$ cat src/hdl/rte_pkg.sv
// shared types, constants and angle table for the zyx euler angle core
package rte_pkg;

    localparam int FRAC_BITS = 16;
    localparam int IN_W      = 18;
    localparam int OUT_W     = 19;
    localparam int CFG_W     = 17;
    localparam int GUARD     = 20;
    // cordic operand width: one bit more than an input so that a negation fits
    localparam int AW        = IN_W + 1;
    localparam int XW        = AW + GUARD + 3;
    localparam int ZW        = 36;
    localparam int SH        = 30 - FRAC_BITS;
    // square root: 33-bit radicand, one result bit per stage
    localparam int RAD_W     = 2 * FRAC_BITS + 1;
    localparam int ROOT_W    = FRAC_BITS + 2;
    localparam int SQ_STEPS  = FRAC_BITS + 1;
    localparam int SQ_W      = 2 * AW;

    localparam logic signed [ZW-1:0]    PI_Q30 = 36'sd3373259426;
    localparam logic signed [OUT_W-1:0] PI_F   = 19'sd205887;
    localparam logic signed [OUT_W-1:0] HP_F   = 19'sd102944;
    localparam logic [CFG_W-1:0]        THRESH_RESET = 17'd65535;

    // operands that travel beside the square root
    typedef struct packed {
        logic signed [AW-1:0]   sine;
        logic signed [IN_W-1:0] yaw_y;
        logic signed [IN_W-1:0] yaw_x;
        logic signed [IN_W-1:0] roll_y;
        logic signed [IN_W-1:0] roll_x;
        logic                   locked;
        logic                   pos;
    } side_t;

    // branch flags that travel beside the cordic units
    typedef struct packed {
        logic locked;
        logic pos;
    } flags_t;

    // atan(2^-k) in q30, rounded to nearest
    function automatic logic signed [ZW-1:0] atan_q30(input int unsigned k);
        logic signed [ZW-1:0] a;
        unique case (k)
            0:  a = 36'sd843314857;
            1:  a = 36'sd497837829;
            2:  a = 36'sd263043837;
            3:  a = 36'sd133525159;
            4:  a = 36'sd67021687;
            5:  a = 36'sd33543516;
            6:  a = 36'sd16775851;
            7:  a = 36'sd8388437;
            8:  a = 36'sd4194283;
            9:  a = 36'sd2097149;
            default:
            begin
                if (k < 31)
                    a = ZW'(64'sd1 <<< (30 - k));
                else
                    a = '0;
            end
        endcase
        return a;
    endfunction

endpackage

$ cat src/hdl/rte_isqrt.sv
// pipelined integer square root, one result bit per stage
module rte_isqrt
(
    input  logic                        clk,
    input  logic                        en,
    input  logic [rte_pkg::RAD_W-1:0]   radicand,
    output logic [rte_pkg::ROOT_W-1:0]  root
);

    localparam int N  = rte_pkg::SQ_STEPS;
    localparam int RW = rte_pkg::RAD_W + 1;

    logic [RW-1:0] rem_reg [1:N];
    logic [RW-1:0] r_reg   [1:N];

    genvar j;
    generate
        for (j = 0; j < N; j++)
        begin : g_step
            localparam logic [RW-1:0] BIT = RW'(1) << (2 * (N - 1 - j));
            logic [RW-1:0] rem_cur;
            logic [RW-1:0] r_cur;
            logic [RW-1:0] trial;

            if (j == 0)
            begin : g_first
                assign rem_cur = {1'b0, radicand};
                assign r_cur   = '0;
            end
            else
            begin : g_next
                assign rem_cur = rem_reg[j];
                assign r_cur   = r_reg[j];
            end

            assign trial = r_cur + BIT;

            // restoring step: try this root bit
            always_ff @(posedge clk)
            begin
                if (en)
                begin
                    if (rem_cur >= trial)
                    begin
                        rem_reg[j+1] <= rem_cur - trial;
                        r_reg[j+1]   <= (r_cur >> 1) + BIT;
                    end
                    else
                    begin
                        rem_reg[j+1] <= rem_cur;
                        r_reg[j+1]   <= r_cur >> 1;
                    end
                end
            end
        end
    endgenerate

    assign root = r_reg[N][rte_pkg::ROOT_W-1:0];

endmodule

$ cat config.mk
export PLATFORM = sky130hd
export DESIGN_NAME = rte_isqrt
export DESIGN_NICKNAME = d
export VERILOG_FILES = /design/src/hdl/rte_pkg.sv /design/src/hdl/rte_isqrt.sv
export SDC_FILE = /design/constraint.sdc
export NUM_CORES = 1
export LEC_CHECK = 0
export BUFFER_PORTS_ARGS = -buffer_cell sky130_fd_sc_hd__buf_2
export CORE_AREA = 10 10 222 382
export CTS_BUF_LIST = sky130_fd_sc_hd__clkbuf_4
export CTS_CLUSTER_SIZE = 28
export DETAILED_ROUTE_END_ITERATION = 10
export DIE_AREA = 0 0 232 392
export SLEW_MARGIN = 5
export SYNTH_ARGS = -nofsm -noshare
export SYNTH_HDL_FRONTEND = slang
export SYNTH_SLANG_ARGS = --single-unit
$ cat constraint.sdc
create_clock -name clk -period 10.2 [get_ports clk]
set_input_delay 2.04 -clock clk [delete_from_list [all_inputs] [get_ports clk]]
set_output_delay 2.04 -clock clk [all_outputs]
set_load 0.01 [all_outputs]
* Yosys cells after proc, flatten, opt, wreduce, memory -nomap -nowiden *
Memory sizes are Yosys's and may differ from the RTL's.
Index checks and enable logic that the tools add are counted.

storage, ports and cells
  register bits = 0
  memory bits (writable) = 1156
  word-level logic and storage cells = 238
  memories kept = 2

memories
  memory   words  bits a word  read ports  clocked after Yosys merged registers in  wr ports  RTL line         source
  r_reg    17     34           17          0                                        17        rte_isqrt.sv:14  logic [RW-1:0] r_reg [1:N];
  rem_reg  17     34           16          0                                        17        rte_isqrt.sv:13  logic [RW-1:0] rem_reg [1:N];

cells by class
  $add $sub $neg = 49
  $lt $le $gt $ge = 17
  multiplexer cells = 136
  bitwise logic cells = 34

operators by type and width
  operator                                                           count
  34-bit 2-to-1 mux                                                  34
  34-bit greater-or-equal comparator                                 16
  34-bit subtractor                                                  16
  1-bit 2-to-1 mux                                                   102
  33-bit by 1-bit adder with 34-bit output (second input constant)   1
  33-bit by 11-bit adder with 34-bit output (second input constant)  1
  33-bit by 13-bit adder with 34-bit output (second input constant)  1
  33-bit by 15-bit adder with 34-bit output (second input constant)  1
  33-bit by 17-bit adder with 34-bit output (second input constant)  1
  33-bit by 19-bit adder with 34-bit output (second input constant)  1
  33-bit by 21-bit adder with 34-bit output (second input constant)  1
  33-bit by 23-bit adder with 34-bit output (second input constant)  1
  33-bit by 25-bit adder with 34-bit output (second input constant)  1
  33-bit by 27-bit adder with 34-bit output (second input constant)  1
  33-bit by 29-bit adder with 34-bit output (second input constant)  1
  33-bit by 3-bit adder with 34-bit output (second input constant)   1
  33-bit by 31-bit adder with 34-bit output (second input constant)  1
  33-bit by 5-bit adder with 34-bit output (second input constant)   1
  33-bit by 7-bit adder with 34-bit output (second input constant)   1
  33-bit by 9-bit adder with 34-bit output (second input constant)   1
  34-bit by 1-bit adder with 34-bit output (second input constant)   1
  34-bit by 11-bit adder with 34-bit output (second input constant)  1
  34-bit by 13-bit adder with 34-bit output (second input constant)  1
  34-bit by 15-bit adder with 34-bit output (second input constant)  1
  other kinds (15)                                                   48

* Longest topological paths before layout *
An unclocked memory read counts as a cell.

  word-level depth = 7
  mapped depth = 13
  depth with buffers taken out = 12

* Worst setup path before layout *
Ideal clock, no wire load.

  path kind = input to register
  from = input en
  to = register, netlist name r_reg[0][514]
  setup time = 0.423 ns
  arrival time = 4.182 ns
  path slack = 5.595 ns
  cell stages on the path = 4
  cells stage by stage = clkbuf_1 -> clkbuf_1 -> clkbuf_1 -> clkbuf_1

RTL lines
  item         RTL line        source
  from (decl)  rte_isqrt.sv:5  input logic en,

==> flow_metrics.tcl <==
set metrics [dict create \
    p_clk_share_pct 30.6 \
    fmax_ghz 0.204 \
    rsz0062_at_grt "false" \
    dr.pass1.iters 5 \
    clock_latency_ns 1.01 \
    postCtsSetupBuffers 0 \
    io_buffers 51 \
    gr-total-overflow 0 \
    setup_viol 0 \
    synth_top_family_by_area "simple AND/OR/NAND/NOR gates" \
    largest_reg_flops 544 \
    status "finished clean" \
    ant_nets 0 \
    clock_sinks 697 \
    yosys.area_share.simple_pct 11.9 \
    finClkSkew_ns 0.0712 \
    dominantRegCellSynth "edfxtp_1" \
    die_x_um 232 \
    die_h_um 392 \
    seq_area_frac_synth_pct 64.1 \
    wl_per_cell_um 18.2 \
    drt_iter0_drc 750 \
    worstSetupStartpointType "input pin" \
    yosysUniqueCellTypes 72 \
    power_density_nw_per_um2 196 \
    coreArea_um2 78300 \
    area_growth_pct 10.7 \
    muxShareOfSynthArea_pct 0.732 \
    worst_pin_slew_ns 1.19 \
    synth_edf_count 697 \
    ctsHoldBuffers 0 \
    io_pins 53 \
    synth_compound_area_share_pct 7.86 \
    relSlewSlack_pct 20.9 \
    antenna_found_initial 3 \
    fin_nets 2902 \
    netSwitchingPower_uw 1930 \
    cts_buffers 162 \
    route.detailed.drc 0 \
    drive_above_1_share_pct 12.6 \
    synthArstFlopShare_pct 0 \
    synth_cells 2523 \
    max-vdd-ir-drop_mv 0.115 \
    crit_required_ns 10.76 \
    synth_fa_ha_area_share_pct 6.36 \
    root_buffer "clkbuf_4" \
    final_util_pct 46.2 \
    grt_pass1_vias 22042 \
    drv_cap 0 \
    row_count 136 \
    globalplace.congestion 0.899 \
    synth_xor_area_share_pct 6.17 \
    fillers 6996 \
    start_util_pct 41.7 \
    slew_viol_final 0 \
    die_area_um2 90900 \
    cts_buffer_depth 3 \
    worstPathMaxFanout 128 \
    netlist_area_um2 32700 \
    ys_warn_count 0 \
    vias 20158 \
    pwr-share-seq_pct 53.3 \
    worstSetupPathType "in2reg" \
    hold_class "reg2reg" \
    grt.total_usage_pct 15.4 \
    p_int_uw 5170 \
    place.detailed.hpwl_mm 51.9 \
    synth_fp_nets 2724 \
    cp.arrival_ns 5.45 \
    period_needed_ns 4.89 \
    path_clk_slew_ns 0.06 \
    cts_resized 0 \
    fin_crit_sh_pct 48.0 \
    final.setup.tns_ns 0 \
    cp-end-kind "register" \
    cts_htree_levels 4 \
    drt_wl_total_mm 69.9 \
    grt_max_degree 129 \
    p_leak_uw 0.0137 \
    synth-seq-cells 697 \
    via_per_inst 5.25 \
    syn_area_per_cell_um2 12.9 \
    finalHoldViolations 0 \
    p_comb_share_pct 16.1 \
    cts_tree "done" \
    grt_pass1_wl_mm 108 \
    swShare_pct 27.2 \
]
-- logic make-up after synthesis --
kind of cell,Yosys count
and+or+nand+nor,745
DFF,697
AOI/OAI and AO/OA,415
buffers and inverters,247
xor gates and xnor gates,230
adders and majority gates,166
muxes,22
other,1
-- worst paths after layout --
| kind | slack, ns | from | to | cells past startpoint |
|---|---|---|---|---|
| setup / recovery | 5.31 | en | rem_reg[0][181]$_DFFE_PP_ | 4 |
| hold / removal | 0.42 | rem_reg[0][477]$_DFFE_PP_ | rem_reg[0][511]$_DFFE_PP_ | 0 |
| setup reg to reg | 6.06 | rem_reg[0][386]$_DFFE_PP_ | rem_reg[0][436]$_DFFE_PP_ | 10 |
| hold reg to reg | 0.42 | rem_reg[0][477]$_DFFE_PP_ | rem_reg[0][511]$_DFFE_PP_ | 0 |
-- Yosys cell counts, types with 12 or more instances --
cell type | instances | area (µm²)
ha_1 | 166 | 2080
edfxtp_1 | 697 | 20900
a211oi_1 | 12 | 90.1
nand4b_1 | 14 | 123
nand3_1 | 30 | 150
xor2_1 | 111 | 972
clkbuf_1 | 52 | 195
o21ai_0 | 139 | 696
o21a_1 | 32 | 240
xnor2_1 | 119 | 1040
nand4_1 | 30 | 188
a21oi_1 | 105 | 526
inv_1 | 189 | 709
nor2b_1 | 26 | 163
nand2b_1 | 51 | 319
nor2_1 | 145 | 544
nand2_1 | 187 | 702
or4_1 | 13 | 97.6
nor4b_1 | 17 | 149
a21o_1 | 47 | 353
nor4_1 | 71 | 444
nor3_1 | 80 | 400
mux2_2 | 15 | 169
or3_1 | 18 | 113
-- per-layer routing --
layer  global-route usage, %  wire [µm]
met3                    3.12       2270
met4                    11.8       4660
met1                    9.61      18600
met2                    34.4      44400
met5                       0          0
-- worst max-delay path: stages --
cell and delay [ns]:
buf_8 0.64, buf_4 0.78, buf_4 0.86, buf_4 0.93
-- placed cells by master, fill, tap and decap left out, drive strengths merged, types with 14 or more instances in the layout --
master    n
or4      14
mux2     15
a21oi   106
nand2   187
inv     191
ha      166
o21a     32
nand3    30
clkinv   30
nand2b   51
a21o     47
nand4    30
nor3     81
buf      72
xor2    111
nor2b    26
clkbuf  221
or3      18
o21ai   139
nand4b   14
nor4     72
edfxtp  697
xnor2   119
nor2    145
nor4b    17
-- final cells by class --
cell class / instances / area [µm²] / share of cell area [%]
timing repair buffer: 72 / 423 / 1.17
inverter: 189 / 709 / 1.96
clock buffer: 221 / 1660 / 4.59
clock inverter: 41 / 317 / 0.875
multi-input combinational: 1579 / 10800 / 29.9
sequential: 697 / 20900 / 57.9
tap: 1035 / 1290 / 3.58
antenna: 5 / 12.5 / 0.0346
-- power by group through the flow --
stage | Clock [µW] | Sequential (µW) | Combinational (µW)
3_3_place_gp | 0 | 3830 | 1100
2_1_floorplan | 0 | 3770 | 859
5_1_grt | 2390 | 3820 | 1270
4_1_cts | 2250 | 3780 | 1140
3_5_place_dp | 0 | 3840 | 1140
6_report | 2180 | 3790 | 1140
-- metrics by stage --
| stage | cells | instance area [µm²] | setup slack, ns | hold slack (ns) | power, µW |
|---|---|---|---|---|---|
| 2_1_floorplan | 2523 | 32700 | 5.59 | 0.417 | 4630 |
| 3_3_place_gp | 3572 | 34200 | 4.43 | 0.426 | 4930 |
| 3_5_place_dp | 3572 | 34200 | 4.34 | 0.426 | 4980 |
| 4_1_cts | 3834 | 36100 | 5.44 | 0.422 | 7180 |
| 5_1_grt | 3839 | 36200 | 5.13 | 0.438 | 7470 |
| 6_report | 3839 | 36200 | 5.31 | 0.423 | 7110 |
Power figures use the tool's default switching activity.
